`src/rtl/core/shp_pkg.sv`:
```
// ----------------------------------------------------------------------------
// shp_pkg
// Types and constants shared by the sound header parser modules.
// ----------------------------------------------------------------------------
package shp_pkg;

    typedef enum logic [3:0] {
        PH_IDLE      = 4'd0,
        PH_VOC_HDR   = 4'd1,
        PH_VOC_BLK   = 4'd2,
        PH_VOC_TC    = 4'd3,
        PH_VOC_T9    = 4'd4,
        PH_VOC_SKIP  = 4'd5,
        PH_WAV_HDR   = 4'd6,
        PH_WAV_CHUNK = 4'd7,
        PH_WAV_FMT   = 4'd8,
        PH_WAV_SKIP  = 4'd9
    } shp_phase_t;

    typedef enum logic [1:0] {
        BK_IDLE = 2'd0,
        BK_DIV  = 2'd1
    } shp_back_state_t;

    // one decided file, handed from the front to the back
    typedef struct packed {
        logic        status;
        logic        container;
        logic        need_div;
        logic [7:0]  tc;
        logic [31:0] rate;
        logic [7:0]  bits;
        logic [7:0]  channels;
        logic [31:0] offset;
        logic [31:0] length;
    } shp_req_t;

    localparam logic [7:0]  CHAR_UC_C    = 8'h43;
    localparam logic [7:0]  CHAR_LC_R    = 8'h72;
    localparam logic [7:0]  CHAR_UC_R    = 8'h52;
    localparam logic [31:0] VOC_MIN_SIZE = 32'h1A;
    localparam logic [15:0] VOC_MIN_BLK  = 16'h1A;
    localparam logic [31:0] VOC_OFS_LO   = 32'h14;
    localparam logic [31:0] VOC_OFS_HI   = 32'h15;
    localparam logic [31:0] VOC_WALK     = 32'h16;
    localparam logic [31:0] WAV_MIN_SIZE = 32'd44;
    localparam logic [31:0] TAG_FMT      = 32'h20746D66;
    localparam logic [31:0] TAG_DATA     = 32'h61746164;
    localparam logic [7:0]  BLK_END      = 8'd0;
    localparam logic [7:0]  BLK_SOUND    = 8'd1;
    localparam logic [7:0]  BLK_EXT      = 8'd9;
    localparam logic [31:0] RATE_DEFAULT = 32'd11025;
    localparam logic [15:0] FMT_PCM      = 16'd1;

    localparam logic [19:0] DIV_DIVIDEND = 20'd1000000;
    localparam int          DIV_STEPS    = 20;

    function automatic logic [7:0] wav_magic(input logic [3:0] idx);
        logic [7:0] r;
        r = 8'h00;
        case (idx)
            4'd0:    r = 8'h52;
            4'd1:    r = 8'h49;
            4'd2:    r = 8'h46;
            4'd3:    r = 8'h46;
            4'd8:    r = 8'h57;
            4'd9:    r = 8'h41;
            4'd10:   r = 8'h56;
            4'd11:   r = 8'h45;
            default: r = 8'h00;
        endcase
        return r;
    endfunction

endpackage

```
`src/rtl/core/shp_front.sv`:
```
// ----------------------------------------------------------------------------
// shp_front
// Byte-wide parser: walks the VOC blocks or WAV chunks and posts one
// decision per file into the queue.
// ----------------------------------------------------------------------------
module shp_front #(
    parameter int OFFSET_BITS = 32
) (
    input  logic             aclk,
    input  logic             aresetn,
    input  logic             s_valid,
    output logic             s_ready,
    input  logic [7:0]       s_data_byte,
    input  logic             s_first_byte,
    input  logic [31:0]      s_file_size,
    input  logic             q_full,
    output logic             push,
    output shp_pkg::shp_req_t req
);
    import shp_pkg::*;

    shp_phase_t  phase_reg, phase_next;
    logic [31:0] pos_reg, pos_next;
    logic [3:0]  idx_reg, idx_next;
    logic [31:0] rem_reg, rem_next;
    logic [31:0] tag_reg, tag_next;
    logic [7:0]  kind_reg, kind_next;
    logic        fmt_seen_reg, fmt_seen_next;
    logic [15:0] bstart_reg, bstart_next;
    logic [31:0] rate_reg, rate_next;
    logic [7:0]  bits_reg, bits_next;
    logic [7:0]  ch_reg, ch_next;
    logic [31:0] size_reg, size_next;
    logic        fin_reg, fin_next;

    logic        accept;
    logic        concl, c_rej, c_wav, c_div;
    logic [31:0] c_off, c_len;
    logic [7:0]  c_tc, b;
    logic [31:0] pos, pos1, avail, len_v;

    assign s_ready = !q_full;
    assign accept  = s_valid && !q_full;
    assign b       = s_data_byte;

    always_ff @(posedge aclk) begin
        if (!aresetn) begin
            phase_reg    <= PH_IDLE;
            pos_reg      <= '0;
            idx_reg      <= '0;
            rem_reg      <= '0;
            tag_reg      <= '0;
            kind_reg     <= '0;
            fmt_seen_reg <= 1'b0;
            bstart_reg   <= '0;
            rate_reg     <= RATE_DEFAULT;
            bits_reg     <= 8'd8;
            ch_reg       <= 8'd1;
            size_reg     <= '0;
            fin_reg      <= 1'b1;
        end else begin
            phase_reg    <= phase_next;
            pos_reg      <= pos_next;
            idx_reg      <= idx_next;
            rem_reg      <= rem_next;
            tag_reg      <= tag_next;
            kind_reg     <= kind_next;
            fmt_seen_reg <= fmt_seen_next;
            bstart_reg   <= bstart_next;
            rate_reg     <= rate_next;
            bits_reg     <= bits_next;
            ch_reg       <= ch_next;
            size_reg     <= size_next;
            fin_reg      <= fin_next;
        end
    end

    always_comb begin
        phase_next    = phase_reg;
        pos_next      = pos_reg;
        idx_next      = idx_reg;
        rem_next      = rem_reg;
        tag_next      = tag_reg;
        kind_next     = kind_reg;
        fmt_seen_next = fmt_seen_reg;
        bstart_next   = bstart_reg;
        rate_next     = rate_reg;
        bits_next     = bits_reg;
        ch_next       = ch_reg;
        size_next     = size_reg;
        fin_next      = fin_reg;
        concl = 1'b0;
        c_rej = 1'b0;
        c_wav = 1'b0;
        c_div = 1'b0;
        c_off = '0;
        c_len = '0;
        c_tc  = '0;
        pos   = pos_reg;
        pos1  = pos_reg + 32'd1;
        avail = size_reg - pos1;
        len_v = '0;
        push  = 1'b0;
        req   = '0;

        if (accept) begin
            if (s_first_byte) begin
                phase_next    = PH_IDLE;
                pos_next      = 32'd1;
                idx_next      = '0;
                rem_next      = '0;
                tag_next      = '0;
                kind_next     = '0;
                fmt_seen_next = 1'b0;
                bstart_next   = '0;
                rate_next     = RATE_DEFAULT;
                bits_next     = 8'd8;
                ch_next       = 8'd1;
                size_next     = s_file_size;
                fin_next      = 1'b0;
                c_wav         = (b != CHAR_UC_C);
                if (s_file_size == 32'd0 || (s_file_size >> OFFSET_BITS) != 32'd0) begin
                    concl = 1'b1;
                    c_rej = 1'b1;
                end else if (!c_wav) begin
                    if (s_file_size < VOC_MIN_SIZE) begin
                        concl = 1'b1;
                        c_rej = 1'b1;
                    end else begin
                        phase_next = PH_VOC_HDR;
                    end
                end else if (s_file_size < WAV_MIN_SIZE || b != CHAR_UC_R) begin
                    concl = 1'b1;
                    c_rej = 1'b1;
                end else begin
                    phase_next = PH_WAV_HDR;
                end
            end else if (!fin_reg) begin
                pos_next = pos1;
                c_wav    = (phase_reg >= PH_WAV_HDR);
                unique case (phase_reg)
                    PH_VOC_HDR: begin
                        if (pos == 32'd1 && b != CHAR_LC_R) begin
                            concl = 1'b1;
                            c_rej = 1'b1;
                        end else begin
                            if (pos == VOC_OFS_LO) bstart_next = {8'h00, b};
                            if (pos == VOC_OFS_HI) begin
                                bstart_next = {b, bstart_reg[7:0]};
                                if ({16'h0000, bstart_next} >= size_reg ||
                                    bstart_next < VOC_MIN_BLK) begin
                                    concl = 1'b1;
                                    c_rej = 1'b1;
                                end
                            end
                            if (pos >= VOC_WALK && pos1 == {16'h0000, bstart_reg}) begin
                                idx_next   = '0;
                                phase_next = PH_VOC_BLK;
                            end
                        end
                    end
                    PH_VOC_BLK: begin
                        idx_next = idx_reg + 4'd1;
                        case (idx_reg)
                            4'd0: begin
                                kind_next = b;
                                if (b == BLK_END) begin
                                    concl = 1'b1;
                                    c_rej = 1'b1;
                                end
                            end
                            4'd1:    rem_next = {24'h0, b};
                            4'd2:    rem_next = rem_reg | {16'h0, b, 8'h00};
                            default: len_v    = rem_reg | {8'h00, b, 16'h0};
                        endcase
                        if (idx_reg == 4'd3) begin
                            idx_next = '0;
                            rem_next = len_v;
                            if (len_v > avail) begin
                                concl = 1'b1;
                                c_rej = 1'b1;
                            end else if (kind_reg == BLK_SOUND && len_v >= 32'd2) begin
                                rem_next   = len_v - 32'd2;
                                phase_next = PH_VOC_TC;
                            end else if (kind_reg == BLK_EXT && len_v >= 32'd12) begin
                                rem_next   = len_v - 32'd12;
                                phase_next = PH_VOC_T9;
                            end else begin
                                phase_next = (len_v != 32'd0) ? PH_VOC_SKIP : PH_VOC_BLK;
                            end
                        end
                    end
                    PH_VOC_TC: begin
                        bits_next = 8'd8;
                        ch_next   = 8'd1;
                        concl     = 1'b1;
                        c_div     = 1'b1;
                        c_tc      = b;
                        c_off     = pos + 32'd2;
                        c_len     = rem_reg;
                    end
                    PH_VOC_T9: begin
                        idx_next = idx_reg + 4'd1;
                        case (idx_reg)
                            4'd0: rate_next = {24'h0, b};
                            4'd1: rate_next = rate_reg | {16'h0, b, 8'h00};
                            4'd2: rate_next = rate_reg | {8'h00, b, 16'h0};
                            4'd3: rate_next = rate_reg | {b, 24'h0};
                            4'd4: bits_next = b;
                            default: begin
                                ch_next = b;
                                concl   = 1'b1;
                                c_off   = pos + 32'd7;
                                c_len   = rem_reg;
                            end
                        endcase
                    end
                    PH_VOC_SKIP, PH_WAV_SKIP: begin
                        rem_next = rem_reg - 32'd1;
                        if (rem_next == 32'd0) begin
                            idx_next   = '0;
                            phase_next = c_wav ? PH_WAV_CHUNK : PH_VOC_BLK;
                        end
                    end
                    PH_WAV_HDR: begin
                        if (pos < 32'd12 && (pos < 32'd4 || pos >= 32'd8) &&
                            b != wav_magic(pos[3:0])) begin
                            concl = 1'b1;
                            c_rej = 1'b1;
                        end else if (pos >= 32'd11) begin
                            idx_next   = '0;
                            phase_next = PH_WAV_CHUNK;
                        end
                    end
                    PH_WAV_CHUNK: begin
                        idx_next = idx_reg + 4'd1;
                        case (idx_reg)
                            4'd0:    tag_next = {24'h0, b};
                            4'd1:    tag_next = tag_reg | {16'h0, b, 8'h00};
                            4'd2:    tag_next = tag_reg | {8'h00, b, 16'h0};
                            4'd3:    tag_next = tag_reg | {b, 24'h0};
                            4'd4:    rem_next = {24'h0, b};
                            4'd5:    rem_next = rem_reg | {16'h0, b, 8'h00};
                            4'd6:    rem_next = rem_reg | {8'h00, b, 16'h0};
                            default: len_v    = rem_reg | {b, 24'h0};
                        endcase
                        if (idx_reg == 4'd7) begin
                            idx_next = '0;
                            rem_next = len_v;
                            if (len_v > avail) begin
                                concl = 1'b1;
                                c_rej = 1'b1;
                            end else if (tag_reg == TAG_FMT && len_v >= 32'd16) begin
                                fmt_seen_next = 1'b1;
                                rem_next      = len_v - 32'd16 + {31'h0, len_v[0]};
                                phase_next    = PH_WAV_FMT;
                            end else if (tag_reg == TAG_DATA) begin
                                concl = 1'b1;
                                c_rej = !fmt_seen_reg;
                                c_off = pos1;
                                c_len = len_v;
                            end else begin
                                rem_next   = len_v + {31'h0, len_v[0]};
                                phase_next = (rem_next != 32'd0) ? PH_WAV_SKIP : PH_WAV_CHUNK;
                            end
                        end
                    end
                    PH_WAV_FMT: begin
                        idx_next = idx_reg + 4'd1;
                        case (idx_reg)
                            4'd0: kind_next = b;
                            4'd1: begin
                                if ({b, kind_reg} != FMT_PCM) begin
                                    concl = 1'b1;
                                    c_rej = 1'b1;
                                end
                            end
                            4'd2:  ch_next   = b;
                            4'd4:  rate_next = {24'h0, b};
                            4'd5:  rate_next = rate_reg | {16'h0, b, 8'h00};
                            4'd6:  rate_next = rate_reg | {8'h00, b, 16'h0};
                            4'd7:  rate_next = rate_reg | {b, 24'h0};
                            4'd14: bits_next = b;
                            default: ;
                        endcase
                        if (idx_reg == 4'd15) begin
                            idx_next   = '0;
                            phase_next = (rem_reg != 32'd0) ? PH_WAV_SKIP : PH_WAV_CHUNK;
                        end
                    end
                    default: begin
                        concl = 1'b1;
                        c_rej = 1'b1;
                    end
                endcase
                // file ran out with nothing decided
                if (!concl && pos1 >= size_reg) begin
                    concl = 1'b1;
                    c_rej = 1'b1;
                end
            end

            if (concl) begin
                fin_next       = 1'b1;
                phase_next     = PH_IDLE;
                push           = 1'b1;
                req.status     = c_rej;
                req.container  = c_wav;
                req.need_div   = c_div && !c_rej;
                req.tc         = c_tc;
                req.rate       = c_rej ? 32'd0 : rate_next;
                req.bits       = c_rej ? 8'd0 : bits_next;
                req.channels   = c_rej ? 8'd0 : ch_next;
                req.offset     = c_rej ? 32'd0 : c_off;
                req.length     = c_rej ? 32'd0 : c_len;
            end
        end
    end

endmodule

```
`src/rtl/core/shp_queue.sv`:
```
// ----------------------------------------------------------------------------
// shp_queue
// Two-entry queue of decided files between the parser and the result stage.
// ----------------------------------------------------------------------------
module shp_queue (
    input  logic              aclk,
    input  logic              aresetn,
    input  logic              push,
    input  shp_pkg::shp_req_t req_in,
    output logic              full,
    input  logic              pop,
    output logic              empty,
    output shp_pkg::shp_req_t req_out
);
    import shp_pkg::*;

    shp_req_t    mem_reg [2];
    logic        wr_ptr_reg, wr_ptr_next;
    logic        rd_ptr_reg, rd_ptr_next;
    logic [1:0]  cnt_reg, cnt_next;
    logic        do_push, do_pop;

    assign full    = (cnt_reg == 2'd2);
    assign empty   = (cnt_reg == 2'd0);
    assign do_push = push && !full;
    assign do_pop  = pop && !empty;
    assign req_out = mem_reg[rd_ptr_reg];

    always_comb begin
        wr_ptr_next = wr_ptr_reg ^ do_push;
        rd_ptr_next = rd_ptr_reg ^ do_pop;
        cnt_next    = cnt_reg + {1'b0, do_push} - {1'b0, do_pop};
    end

    always_ff @(posedge aclk) begin
        if (!aresetn) begin
            wr_ptr_reg <= 1'b0;
            rd_ptr_reg <= 1'b0;
            cnt_reg    <= 2'd0;
        end else begin
            wr_ptr_reg <= wr_ptr_next;
            rd_ptr_reg <= rd_ptr_next;
            cnt_reg    <= cnt_next;
        end
    end

    always_ff @(posedge aclk) begin
        if (do_push) begin
            mem_reg[wr_ptr_reg] <= req_in;
        end
    end

    a_cnt_bound: assert property (@(posedge aclk) disable iff (!aresetn)
        cnt_reg <= 2'd2)
        else $error("queue count out of range");

    a_no_push_full: assert property (@(posedge aclk) disable iff (!aresetn)
        full |-> !push)
        else $error("push while queue full");

    a_ptr_track: assert property (@(posedge aclk) disable iff (!aresetn)
        (cnt_reg == 2'd0 || cnt_reg == 2'd2) |-> (wr_ptr_reg == rd_ptr_reg))
        else $error("queue pointers disagree with count");

endmodule

```
`src/rtl/core/shp_back.sv`:
```
// ----------------------------------------------------------------------------
// shp_back
// Result stage: finishes the VOC rate division and holds the result register.
// ----------------------------------------------------------------------------
module shp_back (
    input  logic              aclk,
    input  logic              aresetn,
    input  logic              q_empty,
    input  shp_pkg::shp_req_t q_req,
    output logic              pop,
    output logic              m_valid,
    input  logic              m_ready,
    output logic              m_status,
    output logic              m_container,
    output logic [31:0]       m_sample_rate,
    output logic [7:0]        m_bits_per_sample,
    output logic [7:0]        m_channels,
    output logic [31:0]       m_data_offset,
    output logic [31:0]       m_data_length
);
    import shp_pkg::*;

    localparam int CW = $clog2(DIV_STEPS + 1);

    shp_back_state_t state_reg, state_next;
    shp_req_t        ent_reg, ent_next;
    shp_req_t        out_reg, out_next;
    logic            m_valid_reg, m_valid_next;
    logic [8:0]      div_reg, div_next;
    logic [8:0]      rem_reg, rem_next;
    logic [19:0]     dvd_reg, dvd_next;
    logic [19:0]     quo_reg, quo_next;
    logic [CW-1:0]   cnt_reg, cnt_next;
    logic            out_free;
    logic [9:0]      trial;

    assign out_free = !m_valid_reg || m_ready;

    always_ff @(posedge aclk) begin
        if (!aresetn) begin
            state_reg   <= BK_IDLE;
            m_valid_reg <= 1'b0;
            cnt_reg     <= '0;
        end else begin
            state_reg   <= state_next;
            m_valid_reg <= m_valid_next;
            cnt_reg     <= cnt_next;
        end
    end

    always_ff @(posedge aclk) begin
        ent_reg <= ent_next;
        out_reg <= out_next;
        div_reg <= div_next;
        rem_reg <= rem_next;
        dvd_reg <= dvd_next;
        quo_reg <= quo_next;
    end

    always_comb begin
        state_next   = state_reg;
        ent_next     = ent_reg;
        out_next     = out_reg;
        m_valid_next = m_valid_reg;
        div_next     = div_reg;
        rem_next     = rem_reg;
        dvd_next     = dvd_reg;
        quo_next     = quo_reg;
        cnt_next     = cnt_reg;
        pop          = 1'b0;
        trial        = {rem_reg, dvd_reg[19]};

        if (m_valid_reg && m_ready) m_valid_next = 1'b0;

        unique case (state_reg)
            BK_IDLE: begin
                if (!q_empty && out_free) begin
                    pop = 1'b1;
                    if (q_req.need_div) begin
                        ent_next   = q_req;
                        div_next   = 9'd256 - {1'b0, q_req.tc};
                        rem_next   = '0;
                        dvd_next   = DIV_DIVIDEND;
                        quo_next   = '0;
                        cnt_next   = '0;
                        state_next = BK_DIV;
                    end else begin
                        out_next     = q_req;
                        m_valid_next = 1'b1;
                    end
                end
            end
            BK_DIV: begin
                if (cnt_reg != CW'(DIV_STEPS)) begin
                    // restoring division, one quotient bit a cycle
                    if (trial >= {1'b0, div_reg}) begin
                        rem_next = 9'(trial - {1'b0, div_reg});
                        quo_next = {quo_reg[18:0], 1'b1};
                    end else begin
                        rem_next = trial[8:0];
                        quo_next = {quo_reg[18:0], 1'b0};
                    end
                    dvd_next = {dvd_reg[18:0], 1'b0};
                    cnt_next = cnt_reg + CW'(1);
                end else if (out_free) begin
                    out_next      = ent_reg;
                    out_next.rate = {12'h000, quo_reg};
                    m_valid_next  = 1'b1;
                    state_next    = BK_IDLE;
                end
            end
            default: state_next = BK_IDLE;
        endcase
    end

    assign m_valid           = m_valid_reg;
    assign m_status          = out_reg.status;
    assign m_container       = out_reg.container;
    assign m_sample_rate     = out_reg.rate;
    assign m_bits_per_sample = out_reg.bits;
    assign m_channels        = out_reg.channels;
    assign m_data_offset     = out_reg.offset;
    assign m_data_length     = out_reg.length;

    a_rem_below_div: assert property (@(posedge aclk) disable iff (!aresetn)
        (state_reg == BK_DIV) |-> (rem_reg < div_reg))
        else $error("divider remainder not below divisor");

    a_div_done: assert property (@(posedge aclk) disable iff (!aresetn)
        (state_reg == BK_DIV && state_next == BK_IDLE) |-> (cnt_reg == CW'(DIV_STEPS)))
        else $error("division left before all steps");

    a_no_pop_busy: assert property (@(posedge aclk) disable iff (!aresetn)
        pop |-> (state_reg == BK_IDLE && out_free))
        else $error("queue popped while result stage busy");

endmodule

```
`src/rtl/core/sound_header_parser.sv`:
```
// path: a decision is queued, then moved into the result register that drives m_valid
// once it is free; a VOC sound block (type 1) first runs through the 20-step rate divider
// throughput: one byte per cycle; the byte port stalls only when the two-entry decision
// queue is full, which the divider can cause for back-to-back short files
// reset: aresetn synchronous, active low; afterwards bytes are ignored until first_byte
// ----------------------------------------------------------------------------
// sound_header_parser
// Streaming VOC / RIFF WAVE header parser giving format, data offset and length.
// ----------------------------------------------------------------------------
module sound_header_parser #(
    parameter int OFFSET_BITS = 32
) (
    input  logic        aclk,
    input  logic        aresetn,
    input  logic        s_valid,
    output logic        s_ready,
    input  logic [7:0]  s_data_byte,
    input  logic        s_first_byte,
    input  logic [31:0] s_file_size,
    output logic        m_valid,
    input  logic        m_ready,
    output logic        m_status,
    output logic        m_container,
    output logic [31:0] m_sample_rate,
    output logic [7:0]  m_bits_per_sample,
    output logic [7:0]  m_channels,
    output logic [31:0] m_data_offset,
    output logic [31:0] m_data_length
);
    import shp_pkg::*;

    logic     push, q_full, q_empty, pop;
    shp_req_t req_in, req_out;

    shp_front #(
        .OFFSET_BITS (OFFSET_BITS)
    ) u_front (
        .aclk         (aclk),
        .aresetn      (aresetn),
        .s_valid      (s_valid),
        .s_ready      (s_ready),
        .s_data_byte  (s_data_byte),
        .s_first_byte (s_first_byte),
        .s_file_size  (s_file_size),
        .q_full       (q_full),
        .push         (push),
        .req          (req_in)
    );

    shp_queue u_queue (
        .aclk    (aclk),
        .aresetn (aresetn),
        .push    (push),
        .req_in  (req_in),
        .full    (q_full),
        .pop     (pop),
        .empty   (q_empty),
        .req_out (req_out)
    );

    shp_back u_back (
        .aclk              (aclk),
        .aresetn           (aresetn),
        .q_empty           (q_empty),
        .q_req             (req_out),
        .pop               (pop),
        .m_valid           (m_valid),
        .m_ready           (m_ready),
        .m_status          (m_status),
        .m_container       (m_container),
        .m_sample_rate     (m_sample_rate),
        .m_bits_per_sample (m_bits_per_sample),
        .m_channels        (m_channels),
        .m_data_offset     (m_data_offset),
        .m_data_length     (m_data_length)
    );

endmodule

```
`config.mk`:
```
export PLATFORM = sky130hd
export DESIGN_NAME = sound_header_parser
export DESIGN_NICKNAME = d
export VERILOG_FILES = /design/src/rtl/core/shp_pkg.sv /design/src/rtl/core/shp_front.sv /design/src/rtl/core/shp_queue.sv /design/src/rtl/core/shp_back.sv /design/src/rtl/core/sound_header_parser.sv
export SDC_FILE = /design/constraint.sdc
export NUM_CORES = 2
export LEC_CHECK = 0
export BUFFER_PORTS_ARGS = -buffer_cell sky130_fd_sc_hd__buf_2
export CELL_PAD_IN_SITES_DETAIL_PLACEMENT = 0
export CELL_PAD_IN_SITES_GLOBAL_PLACEMENT = 1
export CORE_MARGIN = 2
export CORE_UTILIZATION = 50
export CTS_CLUSTER_SIZE = 24
export DETAILED_ROUTE_END_ITERATION = 7
export GPL_TIMING_DRIVEN = 0
export HOLD_SLACK_MARGIN = 0.05
export PLACE_DENSITY = 0.78
export SYNTH_ARGS = -nofsm -noshare
export SYNTH_HDL_FRONTEND = slang
export SYNTH_SLANG_ARGS = --single-unit
```
`constraint.sdc`:
```
create_clock -name aclk -period 12.45 [get_ports aclk]
set_input_delay 0.6225 -clock aclk [delete_from_list [all_inputs] [get_ports aclk]]
set_output_delay 0.6225 -clock aclk [all_outputs]
set_load 0.02 [all_outputs]
```
==> impl_metrics.csv <==
group,metric,value,unit
power,power_leakage,0.01678,uW
worst_setup_path,cp.arrival,10.93,ns
cts,cts_resized,0,
timing,post-route-period-util,85.07,%
cts,post_cts_buffers,0,
drt,viasPerCell,6.480,
timing,report.final.hold_viol_count,0,
synthesis,ys_async_sr_fraction,0,%
worst_setup_path,r2r_cells,29,
drt,drc,0,
drt,wl_per_cell,28.16,um
layout,final_nets,4732,
layout,drive_gt1_share,12.87,%
status,violations,"max-capacitance violations, max-slew violations",
timing,timing.fmax,0.09442,GHz
timing,setup_viol,0,
worst_hold_path,whs_path_depth,3,
synthesis,netlist_area,41420,um^2
synthesis,yosysMostFrequentCell,"nor2_1",
cts,cts.clk_slew.worst_paths,0.06,ns
synthesis,synth.distinct_cells,113,
timing,rsz0062_at_grt,"false",
worst_setup_path,timing.rr.start,"u_front.pos[1]$_SDFFE_PN0P_",
global_routing,grt_pass1_vias,33960,
worst_setup_path,crit_path_top_delay_cell,"a21oi_1",
status,outcome,"finished with violations",
synthesis,yosys.area.top_type,"edfxtp_1",
placement,place.port_buffers,159,
layout,fin_util,56.65,%
synthesis,synthTopCellsByArea,"edfxtp_1, dfxtp_1, nor2_1, mux2_2, ha_1",
global_routing,grt-ovfl-total,0,
global_routing,antenna_found_initial,3,
timing,fin_worst_skew,0.03101,ns
synthesis,synth_ff_type,"edfxtp_1",
worst_setup_path,crit_type,"flip-flop to flip-flop",
placement,routabilityCongestion,1.070,
die,core,82110,um^2
synthesis,synth_nets,4477,
cts,root_buffer,"clkbuf_16",
worst_setup_path,rr_endpoint,"u_queue.mem_reg[0][63]$_DFFE_PP_",
worst_setup_path,endpoint_kind,"flip-flop",
drt,wl,159900,um
layout,largest_register_ffs,246,
worst_setup_path,crit_path_start_kind,"flip-flop",
placement,dp_hpwl,122400,um
cts,htreeDepth,3,
timing,max_slew_margin,-5.505,%
power,ir_drop,0.1285,mV
layout,areaGrowthSynthToFinish,12.30,%
worst_setup_path,required,12.79,ns
power,p_per_area,164.7,nW/um^2
synthesis,yosysSeqAreaShare,46.83,%
synthesis,avgSynthCellArea,9.664,um^2
global_routing,grt.total_usage,36.55,%
drt,dr.pass1.iters,6,
cts,cts_buffers,78,
die,start_util,50.44,%
worst_setup_path,worst-path-max-fanout,10,
global_routing,grt_pass1_wl,230300,um
die,boundaryPins,161,
cts,cts_tree,"built",
drt,drt_iter0_markers,4916,
cts,clockBufferDepth,3,
synthesis,yosys_warnings,0,
die,rows,105,
synthesis,netlist_instances,4286,
timing,period_needed,10.59,ns
synthesis,synth-edff-count,494,
die,die-width,291.8,um
job,drv_cap,2,
worst_setup_path,r2r_slack,1.86,ns
die,die_y,291.8,um
worst_setup_path,crit_path_max_incr_delay,0.96,ns
cts,ctsHoldBuffers,0,
synthesis,synth_top_area_share,35.81,%
timing,setup_tns,0,ns
die,die-area,85160,um^2
synthesis,synthTopCellsByCount,"nor2_1, edfxtp_1, nand2_1",
worst_hold_path,holdCritPathClass,"primary input to flip-flop",
timing,max_slew.worst_pin.slew,1.568,ns
drt,vias,36790,
global_routing,grt_max_degree,63,
worst_setup_path,worst_path_most_repeated_cell,"ha_1",
cts,insertion_delay,0.65,ns
timing,hold_slack,0.2269,ns
drt,postRouteAntennaNets,0,
cts,numClockSinks,722,
worst_hold_path,min_to,"u_front.size_reg[28]$_SDFFE_PN0P_",
synthesis,ys_seq_elements,722,
timing,slew_violations,5,
worst_hold_path,worstHoldStart,"s_file_size[28]",
## worst max path at each step
stage | endpoint | from
floorplan | u_queue.mem_reg[1][0]$_DFFE_PP_ | u_front.pos[1]$_SDFFE_PN0P_
global placement | u_queue.mem_reg[0][54]$_DFFE_PP_ | u_front.pos[1]$_SDFFE_PN0P_
detailed placement | u_queue.mem_reg[0][63]$_DFFE_PP_ | u_front.pos[1]$_SDFFE_PN0P_
CTS | u_queue.mem_reg[0][63]$_DFFE_PP_ | u_front.pos[1]$_SDFFE_PN0P_
global route | u_queue.mem_reg[0][63]$_DFFE_PP_ | u_front.pos[1]$_SDFFE_PN0P_
finish | u_queue.mem_reg[0][63]$_DFFE_PP_ | u_front.pos[1]$_SDFFE_PN0P_
## final cells by class
| cell class | count | area [um^2] |
|---|---|---|
| Sequential cell | 722 | 19400 |
| Antenna cell | 2 | 5.005 |
| Buffer | 296 | 1230 |
| Fill cell | 7412 | 35600 |
| Timing Repair Buffer | 175 | 1100 |
| Tap cell | 1070 | 1339 |
| Clock buffer | 102 | 2133 |
| Inverter | 129 | 486.7 |
| Multi-Input combinational cell | 3139 | 20380 |
| Clock inverter | 43 | 437.9 |
## critical path, delay by kind of cell, from the launching register on
family          cells  cell delay [ns]
fa+ha+maj           3             1.00
flops               1             0.43
mux                 1             0.16
compound gates     12             4.85
buf+inv             3             1.14
xor+xnor            1             0.30
simple gates        9             2.37
## cells in the final DEF (no fill, tap or decap), types with 30 or more instances in the layout
master and n:
nand3_1 94, mux2_2 166, inv_1 126, or3_1 31, ha_1 142, dfxtp_1 228, nor2b_1 36, nor3_1 100
nand2_1 395, o211ai_1 30, nand2b_1 34, nand4_1 66, o21ai_0 191, a211oi_1 37, xnor2_1 100, a21oi_1 325
mux2i_1 58, and2_1 71, clkbuf_1 250, a22oi_1 96, a31oi_1 35, buf_2 191, a21o_1 33, nor4_1 76
xor2_1 44, edfxtp_1 494, nor2_1 505, clkbuf_16 79
## kinds of logic (layout without fill, tap and decap cells)
| kind of cell | after synthesis | count (layout) | share of synthesized area (%) |
|---|---|---|---|
| adder cells (fa/ha/maj) | 149 | 149 | 4.519 |
| buffers and inverters | 425 | 745 | 4.138 |
| XOR/XNOR | 151 | 151 | 3.426 |
| multiplexers | 225 | 225 | 5.942 |
| other | 0 | 2 | 0 |
| flip-flops | 722 | 722 | 46.83 |
| AO/OA/AOI/OAI | 1042 | 1042 | 16.50 |
| AND/OR/NAND/NOR | 1572 | 1572 | 18.64 |
## per-layer routing
metal / wire length [um] / GRT usage [%]
met1: 68200 / 51.95
met2: 66350 / 52.87
met3: 16960 / 8.525
met4: 8378 / 16.57
met5: 19 / 0
## through the flow
stage	total power, uW	cells	worst slack [ns]	area (um^2)
finish	7662	5678	1.859	46510
global route	7969	5676	1.487	46510
CTS	7680	5676	2.268	46500
detailed placement	5365	5531	2.331	43930
global placement	5363	5515	-0.8166	43550
floorplan	4678	4286	3.155	41420
## power breakdown
| group | internal [uW] | total, uW | leakage [uW] | switching (uW) |
|---|---|---|---|---|
| clock | 1310 | 2330 | 0.00127 | 1010 |
| combinational | 758 | 2160 | 0.00895 | 1400 |
| sequential | 3070 | 3180 | 0.00656 | 106 |
| total | 5140 | 7660 | 0.0168 | 2520 |
No activity file was read; power rests on OpenSTA's default activity.
